### src/rtl/ddf_pkg.sv
// Shared types, constants and helpers of the decimal digit formatter.
`timescale 1ns / 1ps
package ddf_pkg;

   // Output form codes of the format register.
   typedef enum logic [1:0] {
      MODE_TWO_DIGIT  = 2'd0,
      MODE_FOUR_DIGIT = 2'd1,
      MODE_TENTHS     = 2'd2,
      MODE_HUNDREDTHS = 2'd3
   } mode_type;

   localparam int VALUE_W        = 16;
   localparam int CHAR_W         = 7;
   localparam int MAX_CHARS      = 5;
   localparam int CHAR_IDX_W     = 3;
   localparam int FRACTION_BITS_DEF = 8;

   localparam logic [CHAR_W-1:0] CH_ZERO  = 7'h30;
   localparam logic [CHAR_W-1:0] CH_SPACE = 7'h20;
   localparam logic [CHAR_W-1:0] CH_POINT = 7'h2E;

   // One formatted value: up to five characters and the index of the final one.
   typedef struct packed {
      logic [MAX_CHARS-1:0][CHAR_W-1:0] chars;
      logic [CHAR_IDX_W-1:0]            last_idx;
   } chars_type;

   // ASCII code of one decimal digit.
   function automatic logic [CHAR_W-1:0] digit_char(input logic [3:0] d);
      return CH_ZERO + CHAR_W'(d);
   endfunction

endpackage

### src/rtl/ddf_pipe.sv
// Arithmetic pipeline: fixed-point scaling, saturation, digit split and character build.
`timescale 1ns / 1ps
module ddf_pipe #(
   parameter int FRACTION_BITS = ddf_pkg::FRACTION_BITS_DEF
) (
   input  logic                         clock,
   input  logic                         reset,
   input  logic                         in_valid,
   output logic                         in_ready,
   input  logic [ddf_pkg::VALUE_W-1:0]  in_value,
   input  ddf_pkg::mode_type            in_mode,
   output logic                         out_valid,
   input  logic                         out_ready,
   output ddf_pkg::chars_type           out_data
);
   import ddf_pkg::*;

   localparam int NUM_STAGES = 5;
   // Widest scaled product: value * 100 plus the rounding half.
   localparam int PROD_W     = 23;
   localparam int SCALED_W   = 14;
   localparam int RECIP_W    = 28;
   localparam logic [PROD_W-1:0]   HALF      = PROD_W'(1) << (FRACTION_BITS - 1);
   localparam logic [SCALED_W-1:0] CAP_SMALL = 14'd99;
   localparam logic [SCALED_W-1:0] CAP_LARGE = 14'd9999;
   // Exact reciprocals for values up to 9999.
   localparam logic [RECIP_W-1:0]  RECIP_10   = 28'd6554;
   localparam logic [RECIP_W-1:0]  RECIP_100  = 28'd5243;
   localparam logic [RECIP_W-1:0]  RECIP_1000 = 28'd8389;

   logic [NUM_STAGES-1:0] valid_ff, valid_in, adv;
   mode_type              mode_ff [NUM_STAGES-1];

   // Stage data.
   logic [PROD_W-1:0]   scaled_ff, scaled_in;
   logic [SCALED_W-1:0] sat_ff, sat_in;
   logic [SCALED_W-1:0] s3_ff;
   logic [9:0]          q10_ff, q10_in;
   logic [6:0]          q100_ff, q100_in;
   logic [3:0]          q1000_ff, q1000_in;
   logic [3:0][3:0]     dig_ff, dig_in;
   chars_type           chars_ff, chars_in;

   logic [PROD_W-1:0]  prod10, prod100;
   logic [RECIP_W-1:0] p10, p100, p1000;
   logic [SCALED_W-1:0] t0;
   logic [9:0]          t1;
   logic [6:0]          t2;
   logic                lead3, lead2, lead1;

   // Stall control: a stage moves when it is empty or its successor moves.
   always_comb begin
      adv[NUM_STAGES-1] = !valid_ff[NUM_STAGES-1] || out_ready;
      for (int k = NUM_STAGES - 2; k >= 0; k--) begin
         adv[k] = !valid_ff[k] || adv[k+1];
      end
      for (int k = 0; k < NUM_STAGES; k++) begin
         if (k == 0) begin
            valid_in[k] = adv[k] ? in_valid : valid_ff[k];
         end else begin
            valid_in[k] = adv[k] ? valid_ff[k-1] : valid_ff[k];
         end
      end
   end

   assign in_ready  = adv[0];
   assign out_valid = valid_ff[NUM_STAGES-1];
   assign out_data  = chars_ff;

   always_ff @(posedge clock) begin
      if (reset) begin
         valid_ff <= '0;
      end else begin
         valid_ff <= valid_in;
      end
   end

   // Stage 1: scale fixed-point input to tenths or hundredths (half up), or pass it on.
   always_comb begin
      prod10  = PROD_W'(in_value) * PROD_W'(10);
      prod100 = PROD_W'(in_value) * PROD_W'(100);
      case (in_mode)
         MODE_TENTHS:     scaled_in = (prod10 + HALF) >> FRACTION_BITS;
         MODE_HUNDREDTHS: scaled_in = (prod100 + HALF) >> FRACTION_BITS;
         default:         scaled_in = PROD_W'(in_value);
      endcase
   end

   // Stage 2: clamp to the largest number the form can show.
   always_comb begin
      case (mode_ff[0])
         MODE_TWO_DIGIT, MODE_TENTHS: begin
            sat_in = (scaled_ff > PROD_W'(CAP_SMALL)) ? CAP_SMALL : scaled_ff[SCALED_W-1:0];
         end
         default: begin
            sat_in = (scaled_ff > PROD_W'(CAP_LARGE)) ? CAP_LARGE : scaled_ff[SCALED_W-1:0];
         end
      endcase
   end

   // Stage 3: quotients by 10, 100 and 1000 through reciprocal multiplication.
   always_comb begin
      p10      = RECIP_W'(sat_ff) * RECIP_10;
      p100     = RECIP_W'(sat_ff) * RECIP_100;
      p1000    = RECIP_W'(sat_ff) * RECIP_1000;
      q10_in   = p10[25:16];
      q100_in  = p100[25:19];
      q1000_in = p1000[26:23];
   end

   // Stage 4: individual digits from neighboring quotients.
   always_comb begin
      t0 = s3_ff - SCALED_W'(q10_ff) * SCALED_W'(10);
      t1 = q10_ff - 10'(q100_ff) * 10'd10;
      t2 = q100_ff - 7'(q1000_ff) * 7'd10;
      dig_in[0] = t0[3:0];
      dig_in[1] = t1[3:0];
      dig_in[2] = t2[3:0];
      dig_in[3] = q1000_ff;
   end

   // Stage 5: characters with blanking for the selected form.
   always_comb begin
      lead3 = (dig_ff[3] == 4'd0);
      lead2 = lead3 && (dig_ff[2] == 4'd0);
      lead1 = lead2 && (dig_ff[1] == 4'd0);
      chars_in = '0;
      case (mode_ff[3])
         MODE_TWO_DIGIT: begin
            chars_in.chars[0] = (dig_ff[1] == 4'd0) ? CH_SPACE : digit_char(dig_ff[1]);
            chars_in.chars[1] = digit_char(dig_ff[0]);
            chars_in.last_idx = CHAR_IDX_W'(1);
         end
         MODE_FOUR_DIGIT: begin
            chars_in.chars[0] = lead3 ? CH_SPACE : digit_char(dig_ff[3]);
            chars_in.chars[1] = lead2 ? CH_SPACE : digit_char(dig_ff[2]);
            chars_in.chars[2] = lead1 ? CH_SPACE : digit_char(dig_ff[1]);
            chars_in.chars[3] = digit_char(dig_ff[0]);
            chars_in.last_idx = CHAR_IDX_W'(3);
         end
         MODE_TENTHS: begin
            chars_in.chars[0] = digit_char(dig_ff[1]);
            chars_in.chars[1] = CH_POINT;
            chars_in.chars[2] = digit_char(dig_ff[0]);
            chars_in.last_idx = CHAR_IDX_W'(2);
         end
         default: begin
            chars_in.chars[0] = lead3 ? CH_SPACE : digit_char(dig_ff[3]);
            chars_in.chars[1] = digit_char(dig_ff[2]);
            chars_in.chars[2] = CH_POINT;
            chars_in.chars[3] = digit_char(dig_ff[1]);
            chars_in.chars[4] = digit_char(dig_ff[0]);
            chars_in.last_idx = CHAR_IDX_W'(4);
         end
      endcase
   end

   // Stage registers, loaded whenever the stage moves.
   always_ff @(posedge clock) begin
      if (adv[0]) begin
         scaled_ff  <= scaled_in;
         mode_ff[0] <= in_mode;
      end
      if (adv[1]) begin
         sat_ff     <= sat_in;
         mode_ff[1] <= mode_ff[0];
      end
      if (adv[2]) begin
         s3_ff      <= sat_ff;
         q10_ff     <= q10_in;
         q100_ff    <= q100_in;
         q1000_ff   <= q1000_in;
         mode_ff[2] <= mode_ff[1];
      end
      if (adv[3]) begin
         dig_ff     <= dig_in;
         mode_ff[3] <= mode_ff[2];
      end
      if (adv[4]) begin
         chars_ff   <= chars_in;
      end
   end

endmodule

### src/rtl/ddf_ser.sv
// Output buffer that sends the characters of one value one at a time.
`timescale 1ns / 1ps
module ddf_ser (
   input  logic                        clock,
   input  logic                        reset,
   input  logic                        in_valid,
   output logic                        in_ready,
   input  ddf_pkg::chars_type          in_data,
   output logic                        out_valid,
   input  logic                        out_ready,
   output logic [ddf_pkg::CHAR_W-1:0]  out_character,
   output logic                        out_last
);
   import ddf_pkg::*;

   chars_type             buf_ff, buf_in;
   logic [CHAR_IDX_W-1:0] idx_ff, idx_in;
   logic                  full_ff, full_in;
   logic                  load, send;

   assign out_valid     = full_ff;
   assign out_last      = (idx_ff == buf_ff.last_idx);
   assign out_character = buf_ff.chars[idx_ff];
   assign send          = full_ff && out_ready;
   assign in_ready      = !full_ff || (out_ready && out_last);
   assign load          = in_valid && in_ready;

   // Next buffer contents and character pointer.
   always_comb begin
      buf_in  = buf_ff;
      idx_in  = idx_ff;
      full_in = full_ff;
      if (load) begin
         buf_in  = in_data;
         idx_in  = '0;
         full_in = 1'b1;
      end else if (send) begin
         if (out_last) begin
            full_in = 1'b0;
         end else begin
            idx_in = idx_ff + CHAR_IDX_W'(1);
         end
      end
   end

   always_ff @(posedge clock) begin
      if (reset) begin
         full_ff <= 1'b0;
      end else begin
         full_ff <= full_in;
      end
   end

   always_ff @(posedge clock) begin
      buf_ff <= buf_in;
      idx_ff <= idx_in;
   end

endmodule

### src/rtl/decimal_digit_formatter.sv
// Top level of the decimal digit formatter: format register, pipeline and output buffer.
//
// Usage: each request on req_value is turned into ASCII display characters that
// leave one per accepted response on rsp_character, with rsp_last high on the
// final one. The form follows the format register set by csr_write_data (0 two
// digits, 1 four digits, 2 x.x, 3 xx.xx); it is captured with each request, and
// writing it takes effect on the next cycle. A value gives 2, 3, 4 or 5 characters.
// The first character of a request passes five register stages, which do scaling,
// clamping, the digit split and character selection, and then the output buffer,
// which holds one value. Requests may enter every cycle while the pipeline does
// not stall; output is bounded by the single response channel, which sends a
// value's characters one at a time (five in the xx.xx form), and the buffer takes
// the next value as the final character of the current one leaves.
// Reset clears all pipeline valid bits and the output buffer and sets the
// format to four digits. When the receiver holds rsp_ready low, the current
// character stays unchanged and the pipeline keeps filling until all five
// stages hold a request, after which req_ready drops; nothing is lost.
`timescale 1ns / 1ps
module decimal_digit_formatter #(
   parameter int FRACTION_BITS = ddf_pkg::FRACTION_BITS_DEF
) (
   input  logic                         clock,
   input  logic                         reset,
   input  logic                         req_valid,
   output logic                         req_ready,
   input  logic [ddf_pkg::VALUE_W-1:0]  req_value,
   output logic                         rsp_valid,
   input  logic                         rsp_ready,
   output logic [ddf_pkg::CHAR_W-1:0]   rsp_character,
   output logic                         rsp_last,
   input  logic                         csr_write_enable,
   input  logic [1:0]                   csr_write_data
);
   import ddf_pkg::*;

   mode_type  mode_ff, mode_in;
   logic      pipe_valid, ser_ready;
   chars_type pipe_data;

   // Format register.
   always_comb begin
      mode_in = mode_ff;
      if (csr_write_enable) begin
         mode_in = mode_type'(csr_write_data);
      end
   end

   always_ff @(posedge clock) begin
      if (reset) begin
         mode_ff <= MODE_FOUR_DIGIT;
      end else begin
         mode_ff <= mode_in;
      end
   end

   ddf_pipe #(
      .FRACTION_BITS(FRACTION_BITS)
   ) u_pipe (
      .clock     (clock),
      .reset     (reset),
      .in_valid  (req_valid),
      .in_ready  (req_ready),
      .in_value  (req_value),
      .in_mode   (mode_ff),
      .out_valid (pipe_valid),
      .out_ready (ser_ready),
      .out_data  (pipe_data)
   );

   ddf_ser u_ser (
      .clock         (clock),
      .reset         (reset),
      .in_valid      (pipe_valid),
      .in_ready      (ser_ready),
      .in_data       (pipe_data),
      .out_valid     (rsp_valid),
      .out_ready     (rsp_ready),
      .out_character (rsp_character),
      .out_last      (rsp_last)
   );

   // Every character shown is a digit, a space or a point.
   assert property (@(posedge clock) disable iff (reset)
      rsp_valid |-> (rsp_character == CH_SPACE || rsp_character == CH_POINT ||
                     (rsp_character >= CH_ZERO && rsp_character <= CH_ZERO + 7'd9)))
      else $error("unexpected character code on the response");

   // A value whose final character has not gone out keeps the response valid.
   assert property (@(posedge clock) disable iff (reset)
      rsp_valid && rsp_ready && !rsp_last |=> rsp_valid)
      else $error("response dropped in the middle of a value");

   // After the final character with nothing loaded, the buffer is empty.
   assert property (@(posedge clock) disable iff (reset)
      rsp_valid && rsp_ready && rsp_last && !pipe_valid |=> !rsp_valid)
      else $error("response repeated after the final character");

   // The pipeline hands a value over only as the buffer frees up, and it is then shown.
   assert property (@(posedge clock) disable iff (reset)
      pipe_valid && ser_ready |=> rsp_valid)
      else $error("loaded value not presented on the response");

endmodule

### config.mk
export PLATFORM = sky130hd
export DESIGN_NAME = decimal_digit_formatter
export DESIGN_NICKNAME = d
export VERILOG_FILES = /design/src/rtl/ddf_pkg.sv /design/src/rtl/ddf_pipe.sv /design/src/rtl/ddf_ser.sv /design/src/rtl/decimal_digit_formatter.sv
export SDC_FILE = /design/constraint.sdc
export NUM_CORES = 1
export LEC_CHECK = 0
export BUFFER_PORTS_ARGS = -buffer_cell sky130_fd_sc_hd__buf_2
export CAP_MARGIN = 5
export CORE_AREA = 2 2 201 203
export DETAILED_ROUTE_END_ITERATION = 6
export DIE_AREA = 0 0 203 205
export HOLD_SLACK_MARGIN = 0.12
export PLACE_DENSITY_LB_ADDON = 0.1
export SLEW_MARGIN = 20
export SYNTH_ARGS = -nofsm -noshare
export SYNTH_HDL_FRONTEND = slang
export SYNTH_SLANG_ARGS = --single-unit
### constraint.sdc
create_clock -name clock -period 5 [get_ports clock]
set_clock_uncertainty 0.05 [all_clocks]
set_input_delay 0.5 -clock clock [delete_from_list [all_inputs] [get_ports clock]]
set_output_delay 0.5 -clock clock [all_outputs]
set_load 0.05 [all_outputs]
==> results.sh, run 1 <==
export IMPL_status="finished, final reports clean"
export IMPL_place_hpwl_um=31000
export IMPL_cts_buffers=17
export IMPL_setup_violations=0
export IMPL_intPower_mw=7.02
export IMPL_postRouteWirelength_um=36600
export IMPL_powerDensity_nw_per_um2=708
export IMPL_diodes=0
export IMPL_vias=10600
export IMPL_start_util=0.395
export IMPL_rows=73
export IMPL_ctsHoldBuffers=0
export IMPL_synthFlopType="edfxtp_1"
export IMPL_r2r_slack_ns=0.03
export IMPL_portBuffers=31
export IMPL_ys_ff_latch=139
export IMPL_grt_use_total=0.183
export IMPL_worstPathArrival_ns=5.08
export IMPL_via_per_inst=4.90
export IMPL_async_reset_ff_frac=0
export IMPL_setup_ws_ns=0.0298
export IMPL_instances_no_fill=2157
export IMPL_cts_tree="yes"
export IMPL_fin_area_um2=18300
export IMPL_cts_root_buffer="clkbuf_16"
export IMPL_switching_power_mw=5.90
export IMPL_tightest_slew_ns=0.837
export IMPL_maxCapViolCount=0
export IMPL_die_area_um2=41600
export IMPL_yosysSeqAreaShare=0.261
export IMPL_place_congestion=0.831
export IMPL_drt_iter0_drc=392
export IMPL_synth_nets=1936
export IMPL_dpl_cell_area_um2=16900
export IMPL_overflow=0
export IMPL_cp_slowest_stage_delay_ns=0.52
export IMPL_synth_edf_count=128
export IMPL_timing_slew_headroom=0.442
export IMPL_syn_instance_count=1484
export IMPL_p_leak_nw=8.72
export IMPL_slew_viol_final=0
export IMPL_area_growth_pct=17.4
export IMPL_firstDrtPassIters=4
export IMPL_slowest_stage="fa_1"
export IMPL_max_clock_freq_ghz=0.201
export IMPL_grt_pass1_vias=11100
export IMPL_clkSinkCount=139
export IMPL_fp_dieW_um=203
export IMPL_hp_class="primary input to flop"
export IMPL_drc_errors=0
export IMPL_wire_per_inst_um=17.0
export IMPL_fp_dieH_um=205
export IMPL_num_io_pins=33
export IMPL_nFillCells=3704
export IMPL_grt_pass1_wl_um=59100
export IMPL_required_ns=5.11
export IMPL_hold_viol_final=0
export IMPL_core_um2=39400
export IMPL_seq_power_share=0.144
export IMPL_globalRouteMet2Util=0.316
export IMPL_synth_warnings=0
export IMPL_syn_area_per_cell_um2=10.5
export IMPL_antenna_found_initial=0
export IMPL_power_frac_clock=0.106
export IMPL_clock_latency_ns=0.42
export IMPL_cp_max_fo=5
export IMPL_fin_crit_sh=0.994
export IMPL_reg2regPathDepth=19
export IMPL_hp_start="csr_write_data[0]"
export IMPL_path_class="flop to flop"
export IMPL_clockBufferDepth=2
export IMPL_grt_max_degree=30
export IMPL_pre_cts_ws_ns=-0.173
export IMPL_grt_use_met3=0.0188
export IMPL_startpoint_type="flop"
export IMPL_peakVddDrop_v=0.000515
export IMPL_htreeDepth=4
export IMPL_rsz0062_at_grt="yes"
export IMPL_place_inst=2099
export IMPL_holdPathEnd="mode_ff[0]"
export IMPL_synth_distinct_cells=92
export IMPL_r2r_start="u_pipe.sat_ff[8]"
export IMPL_use_met1=0.247
export IMPL_drive_above_1_share=0.177
export IMPL_fin_nets=2071
export IMPL_p_comb_frac=0.750
export IMPL_sw_frac_of_total=0.456
export IMPL_r2r_end="u_pipe.q100_ff[3]"
export IMPL_syn_area_um2=15600
export IMPL_grt_busiest_layer="met2"
export IMPL_worstSetupEndpointType="flop"
export IMPL_min_path_cells=2
export IMPL_period_minus_slack_ns=4.97
export IMPL_path_clk_slew_ns=0.07
export IMPL_antenna_left=0
export IMPL_path_cells="buf_4 > buf_6 > ha_4 > fa_1 > fa_1 > ha_1 > inv_1 > fa_1 > inv_1 > ha_4 > a21o_1 > a21oi_4 > o211ai_1 > a21oi_2 > a21oi_2 > and4_1 > or3_4 > a21oi_2 > xnor2_1"
[cell families (layout without fill, tap and decap cells)]
kind of cell	after synthesis	in the layout	share of synthesized area
other	1	1	0.000241
xor gates and xnor gates	76	76	0.0438
DFF	139	139	0.261
AOI/OAI and AO/OA	220	220	0.0995
muxes	16	16	0.0116
buffers and inverters	368	516	0.0918
adders and majority gates	429	429	0.413
and+or+nand+nor	235	235	0.0785
[layout make-up]
| class | instances | area (um2) | share of cell area |
|---|---|---|---|
| multi-input combinational | 977 | 10500 | 0.577 |
| sequential | 139 | 4060 | 0.223 |
| inverter | 339 | 1280 | 0.0700 |
| timing repair buffer | 145 | 1080 | 0.0589 |
| tap | 525 | 657 | 0.0360 |
| clock buffer | 17 | 425 | 0.0233 |
| clock inverter | 15 | 225 | 0.0123 |
[flip-flops by register name, indices dropped and copies added (netlist names)]
name	cells
u_pipe.out_data	29
u_ser.buf_ff	29
u_pipe.dig_ff	16
u_pipe.scaled_ff	16
u_pipe.sat_ff	14
u_pipe.mode_ff	8
u_pipe.valid_ff	5
u_pipe.q1000_ff	4
u_pipe.q100_ff	4
u_pipe.q10_ff	4
u_pipe.s3_ff	4
u_ser.idx_ff	3
mode_ff	2
u_ser.out_valid	1
[cell usage in the layout, fill, tap and decap left out, types with 7 or more instances in the layout]
master / instances
a21o_1: 16
inv_2: 17
buf_4: 100
a211oi_1: 8
nor3_1: 10
a21oi_1: 38
xor2_1: 21
inv_1: 319
ha_4: 24
clkbuf_16: 17
nor2_1: 63
a21oi_2: 11
mux2i_1: 12
edfxtp_1: 128
nand2_1: 47
o21ai_0: 25
buf_2: 31
a22o_1: 9
xnor2_1: 52
fa_1: 139
buf_6: 12
o211ai_1: 15
ha_1: 261
nand4_1: 11
o21a_1: 7
and2_1: 13
o21ai_1: 8
o22ai_1: 12
nand3_1: 26
dfxtp_1: 11
nor2b_1: 7
[worst max path at each step]
| stage | slack, ns | endpoint | from | depth (start not counted) |
|---|---|---|---|---|
| 6_report | 0.03 | u_pipe.q100_ff[3] | u_pipe.sat_ff[8] | 19 |
| 5_1_grt | -0.15 | u_pipe.q100_ff[3] | u_pipe.sat_ff[7] | 20 |
| 4_1_cts | -0.03 | u_pipe.q100_ff[3] | u_pipe.sat_ff[1] | 19 |
| 3_5_place_dp | -0.17 | u_pipe.q100_ff[3] | u_pipe.sat_ff[8] | 18 |
| 3_3_place_gp | -0.12 | u_pipe.q100_ff[3] | u_pipe.sat_ff[8] | 18 |
| 2_1_floorplan | 0.01 | u_pipe.q100_ff[3] | u_pipe.sat_ff[11] | 19 |
[per-layer routing]
layer	up-vias	wire (um)
met5	-	0
met4	0	655
met3	31	653
met2	115	17900
met1	5127	17400
li1	5290	-
[Yosys cell counts (11+ instances only)]
library cell    n  area share
xor2_1         21       0.012
and2_1         13      0.0052
o211ai_1       15      0.0072
a21oi_1        50       0.016
nand4_1        11      0.0044
nor2_1         65       0.016
o21ai_0        30      0.0097
o22ai_1        12      0.0048
inv_1         338       0.082
fa_1          141        0.18
xnor2_1        53       0.030
nand2_1        48       0.012
mux2i_1        12      0.0077
nand3_1        29      0.0093
dfxtp_1        11       0.014
a21o_1         16      0.0077
clkbuf_1       14      0.0034
edfxtp_1      128        0.25
ha_1          288        0.23
[power groups by stage]
stage,clock network [mW],logic (mW),registers [mW]
2_1_floorplan,0,6.13,1.83
3_3_place_gp,0,8.28,1.89
3_5_place_dp,0,8.37,1.89
4_1_cts,1.41,8.85,1.86
5_1_grt,1.45,11.2,1.89
6_report,1.37,9.69,1.86
[worst max-delay path, delay by kind of cell (launching register included)]
family / cells / cell delay, ns
compound gates: 6 / 0.87
xor+xnor: 1 / 0.08
fa+ha+maj: 6 / 2.24
buf+inv: 4 / 0.41
flops: 1 / 0.43
simple gates: 2 / 0.60
[what timing repair did]
action / 4_1_cts / 5_1_grt
buffers inserted: 10 / 18
endpoints found under the setup margin: 5 / 10
resized for setup: 27 / 70
pin swaps: 26 / 53
[through the flow]
step,utilization,hold slack (ns),power (mW),setup TNS [ns]
3_5_place_dp,0.429,0.355,10.3,-0.326
2_1_floorplan,-,0.350,7.97,0
6_report,0.464,0.240,12.9,0
4_1_cts,0.452,0.221,12.1,-0.0392
3_3_place_gp,0.429,0.351,10.2,-0.265
5_1_grt,0.464,0.230,14.5,-0.260
(Power assumes the default switching activity.)
==> run 2: changes to the inputs <==
CORE_AREA = 2 2 231 176   (was 2 2 201 203)
DIE_AREA = 0 0 233 178   (was 0 0 203 205)
==> results.sh, run 2 (synthesis gave the netlist of run 1 again) <==
export IMPL_rows=63
export IMPL_mostFrequentLayoutCell="inv_1"
export IMPL_max_clock_freq_ghz=0.199
export IMPL_area_growth_pct=14.9
export IMPL_worstPathArrival_ns=5.14
export IMPL_fin_crit_sh=1.00
export IMPL_seq_power_share=0.152
export IMPL_place_congestion=0.860
export IMPL_antenna_found_initial=0
export IMPL_slew_viol_final=0
export IMPL_maxCapViolCount=0
export IMPL_postRouteWirelength_um=35700
export IMPL_cp_max_fo=2
export IMPL_instances_no_fill=2145
export IMPL_clockBufferDepth=2
export IMPL_overflow=0
export IMPL_drt_iter0_drc=448
export IMPL_hp_class="primary input to flop"
export IMPL_die_area_um2=41500
export IMPL_clock_latency_ns=0.42
export IMPL_firstDrtPassIters=5
export IMPL_final_cell_mix="inv_1 (334), ha_1 (280), fa_1 (138)"
export IMPL_intPower_mw=6.58
export IMPL_place_hpwl_um=30200
export IMPL_fp_dieW_um=233
export IMPL_antenna_left=0
export IMPL_required_ns=5.12
export IMPL_power_frac_clock=0.104
export IMPL_total_power_mw=12.2
export IMPL_htreeDepth=4
export IMPL_via_per_inst=4.86
export IMPL_core_um2=39200
export IMPL_switching_power_mw=5.65
export IMPL_clkSinkCount=139
export IMPL_hold_viol_final=0
export IMPL_startpoint_type="flop"
export IMPL_path_clk_slew_ns=0.07
export IMPL_cts_buffers=17
export IMPL_diodes=0
export IMPL_drc_errors=0
export IMPL_cts_root_buffer="clkbuf_16"
export IMPL_fp_dieH_um=178
export IMPL_grt_max_degree=30
export IMPL_wire_per_inst_um=16.6
export IMPL_setup_violations=1
export IMPL_cts_tree="yes"
export IMPL_timing_slew_headroom=0.320
export IMPL_powerDensity_nw_per_um2=684
export IMPL_worstSetupEndpointType="flop"
export IMPL_start_util=0.397
export IMPL_nFillCells=3729
export IMPL_peakVddDrop_v=0.000391
export IMPL_violations="setup timing"
export IMPL_p_leak_nw=8.68
export IMPL_sw_frac_of_total=0.462
export IMPL_period_minus_slack_ns=5.02
export IMPL_fin_nets=2064
export IMPL_place_inst=2099
export IMPL_vias=10400
export IMPL_grt_pass1_wl_um=58900
export IMPL_num_io_pins=33
export IMPL_pre_cts_ws_ns=-0.152
export IMPL_tightest_slew_ns=1.02
export IMPL_grt_use_total=0.184
export IMPL_grt_pass1_vias=10800
export IMPL_status="complete, but fails checks"
export IMPL_portBuffers=31
export IMPL_rsz0062_at_grt="yes"
export IMPL_drive_above_1_share=0.146
export IMPL_path_class="flop to flop"
export IMPL_p_comb_frac=0.745
export IMPL_setup_ws_ns=-0.0230
-- run 2: cell types whose count changed in the layout (fill, tap and decap cells not counted), moves of 5 or more --
cell / delta
ha_4: -17
buf_6: -7
inv_1: +15
clkinv_8: +5
ha_1: +19
inv_2: -14
-- run 2: final timing paths --
check / from / to / slack [ns] / cells past startpoint
worst max-delay path: u_pipe.sat_ff[11] / u_pipe.q100_ff[3] / -0.02 / 19
worst min register to register: u_pipe.out_data[27] / u_ser.buf_ff[27] / 0.36 / 0
worst max register to register: u_pipe.sat_ff[11] / u_pipe.q100_ff[3] / -0.02 / 19
worst min-delay path: csr_write_data[0] / mode_ff[0] / 0.23 / 2
-- run 2: worst max-delay path, stage by stage (launching register included) --
cell and delay [ns]:
edfxtp_1 0.47, ha_4 0.32, inv_2 0.04, fa_1 0.51, inv_1 0.05, fa_1 0.46, fa_1 0.52, inv_2 0.04
fa_1 0.53, inv_1 0.04, ha_1 0.29, a21o_1 0.19, a21oi_2 0.12, o211ai_1 0.10, a21oi_2 0.17, a21oi_2 0.08
and4_1 0.17, or3_4 0.38, a21oi_2 0.15, xnor2_1 0.07
-- run 2: per-layer routing --
| metal | track usage | vias to the layer above | part of all wire |
|---|---|---|---|
| li1 | - | 5288 | - |
| met1 | 0.290 | 5020 | 0.55 |
| met2 | 0.272 | 104 | 0.42 |
| met3 | 0.0240 | 14 | 0.024 |
| met4 | 0.0263 | 0 | 0.0061 |
| met5 | 0 | - | 0 |
-- run 2: repair_timing --
item	4_1_cts	5_1_grt
pin swaps	4	20
hold buffers	0	0
endpoints found under the setup margin	6	12
resized for setup	14	29
buffers inserted	3	11
-- run 2: power by group through the flow --
stage          registers [mW]  logic [mW]  clock network (mW)
6_report                 1.85        9.10                1.27
5_1_grt                  1.88        10.6                1.36
2_1_floorplan            1.83        6.13                   0
3_5_place_dp             1.88        8.49                   0
3_3_place_gp             1.88        8.41                   0
4_1_cts                  1.86        8.82                1.31
-- run 2: area by class of cell --
| type | count | area [um2] | area share |
|---|---|---|---|
| clock buffer | 17 | 425 | 0.0238 |
| clock inverter | 15 | 201 | 0.0113 |
| inverter | 339 | 1270 | 0.0712 |
| multi-input combinational | 977 | 10200 | 0.574 |
| sequential | 139 | 4060 | 0.227 |
| tap | 520 | 651 | 0.0364 |
| timing repair buffer | 138 | 1000 | 0.0562 |
-- run 2: per-stage QoR --
step	hold slack, ns	utilization	area (um2)	setup TNS, ns
after floorplan	0.350	-	15600	0
after global placement	0.353	0.432	16900	-0.217
after detailed placement	0.355	0.432	16900	-0.455
after CTS	0.203	0.450	17600	-0.0877
after global routing	0.231	0.456	17900	-0.552
final	0.232	0.456	17900	-0.0230
==> run 3: changes to the inputs <==
CORE_AREA = 2 2 211 193   (was 2 2 231 176)
DIE_AREA = 0 0 213 195   (was 0 0 233 178)
==> results.sh, run 3 (synthesis gave the netlist of run 1 again) <==
export IMPL_place_congestion=0.859
export IMPL_nFillCells=3684
export IMPL_timing_hold_ws_ns=0.244
export IMPL_vias=10500
export IMPL_worstSetupEndpointType="flop"
export IMPL_grt_pass1_vias=11100
export IMPL_clockBufferDepth=2
export IMPL_fin_nets=2080
export IMPL_setup_ws_ns=-0.00491
export IMPL_violations="setup timing"
export IMPL_drc_errors=0
export IMPL_grt_pass1_wl_um=59000
export IMPL_min_path_cells=2
export IMPL_total_power_mw=12.7
export IMPL_via_per_inst=4.84
export IMPL_postRouteWirelength_um=35900
export IMPL_path_class="flop to flop"
export IMPL_path_cells="buf_6 > ha_4 > inv_4 > fa_1 > inv_2 > fa_1 > inv_2 > fa_2 > fa_2 > inv_2 > ha_4 > a21o_1 > a21oi_2 > o211ai_1 > a21oi_2 > a21oi_2 > and4_1 > or3_4 > a21oi_2 > xnor2_1"
export IMPL_place_hpwl_um=30200
export IMPL_cp_max_fo=4
export IMPL_core_um2=39100
export IMPL_grt_use_total=0.183
export IMPL_grt_max_degree=30
export IMPL_period_minus_slack_ns=5.00
export IMPL_instances_no_fill=2173
export IMPL_place_inst=2111
export IMPL_cts_tree="yes"
export IMPL_met1_length_um=18500
export IMPL_antenna_found_initial=0
export IMPL_overflow=0
export IMPL_rows=69
export IMPL_diodes=0
export IMPL_path_clk_slew_ns=0.07
export IMPL_reg2regPathDepth=20
export IMPL_fin_area_um2=18200
export IMPL_setup_violations=1
export IMPL_startpoint_type="flop"
export IMPL_ctsHoldBuffers=0
export IMPL_fin_crit_sh=1.00
export IMPL_hp_class="primary input to flop"
export IMPL_p_leak_nw=8.74
export IMPL_timing_slew_headroom=0.345
export IMPL_slowest_stage="fa_2"
export IMPL_maxCapViolCount=0
export IMPL_top_layer="met4"
export IMPL_tns_ns=-0.00491
export IMPL_cts_buffers=17
export IMPL_final_cell_mix="inv_1 (322), ha_1 (264), fa_1 (138)"
export IMPL_drt_iter0_drc=370
export IMPL_antenna_left=0
export IMPL_die_area_um2=41500
export IMPL_tightest_slew_ns=0.977
export IMPL_area_growth_pct=17.2
export IMPL_wl_met2_um=16000
export IMPL_required_ns=5.12
export IMPL_slew_viol_final=0
export IMPL_mostFrequentLayoutCell="inv_1"
export IMPL_clock_latency_ns=0.43
export IMPL_cts_root_buffer="clkbuf_16"
export IMPL_cp_common_cell="a21oi_2"
export IMPL_pre_cts_ws_ns=-0.194
export IMPL_clkSinkCount=139
export IMPL_start_util=0.398
export IMPL_cp_slowest_stage_delay_ns=0.55
export IMPL_dr_wl_met3_um=810
export IMPL_htreeDepth=4
export IMPL_drive_above_1_share=0.174
export IMPL_firstDrtPassIters=5
export IMPL_fp_dieH_um=195
export IMPL_powerDensity_nw_per_um2=696
export IMPL_hold_viol_final=0
export IMPL_dpl_cell_area_um2=16900
export IMPL_portBuffers=31
export IMPL_max_clock_freq_ghz=0.200
export IMPL_rsz0062_at_grt="yes"
export IMPL_peakVddDrop_v=0.000479
export IMPL_num_io_pins=33
export IMPL_wire_per_inst_um=16.5
export IMPL_fp_dieW_um=213
export IMPL_final_core_util=0.466
export IMPL_status="complete, but fails checks"
export IMPL_worstPathArrival_ns=5.13
run 3: worst max-delay path, delay by kind of cell, from the launching register on:
kind / cells / cell delay [ns]
AO/OA/AOI/OAI: 6 / 0.75
XOR/XNOR: 1 / 0.08
adder cells (fa/ha/maj): 6 / 2.41
buffers and inverters: 5 / 0.33
flip-flops: 1 / 0.51
AND/OR/NAND/NOR: 2 / 0.59
run 3: repair_timing:
item / CTS / global route
cloned: 0 / 0
pin swaps: 48 / 29
setup buffers: 21 / 9
gates resized for setup: 47 / 34
setup endpoints to repair: 5 / 11
run 3: final cells by class:
cell class,count,area [um2],share of cell area
multi-input combinational,977,10500,0.574
sequential,139,4060,0.223
inverter,339,1280,0.0704
timing repair buffer,154,1130,0.0619
tap,532,666,0.0365
clock buffer,17,425,0.0233
clock inverter,15,196,0.0108
run 3: where the power goes:
| part | internal, mW | leakage [nW] | total (mW) | switching [mW] |
|---|---|---|---|---|
| sequential | 1.69 | 1.40 | 1.86 | 0.172 |
| combinational | 4.43 | 7.04 | 9.56 | 5.12 |
| clock | 0.683 | 0.301 | 1.27 | 0.589 |
run 3: path summary, 6_finish.rpt:
| kind | start | endpoint | slack, ns |
|---|---|---|---|
| setup reg to reg | u_pipe.sat_ff[10] | u_pipe.q100_ff[3] | -0.005 |
| setup / recovery | u_pipe.sat_ff[10] | u_pipe.q100_ff[3] | -0.005 |
| hold reg to reg | u_pipe.mode_ff[1][1] | u_pipe.mode_ff[2][1] | 0.36 |
| hold / removal | csr_write_data[0] | mode_ff[0] | 0.24 |
run 3: per-layer routing:
metal	vias up	track usage
met4	0	0.0430
met3	25	0.0232
met2	126	0.287
li1	5313	-
met1	5060	0.269
met5	-	0
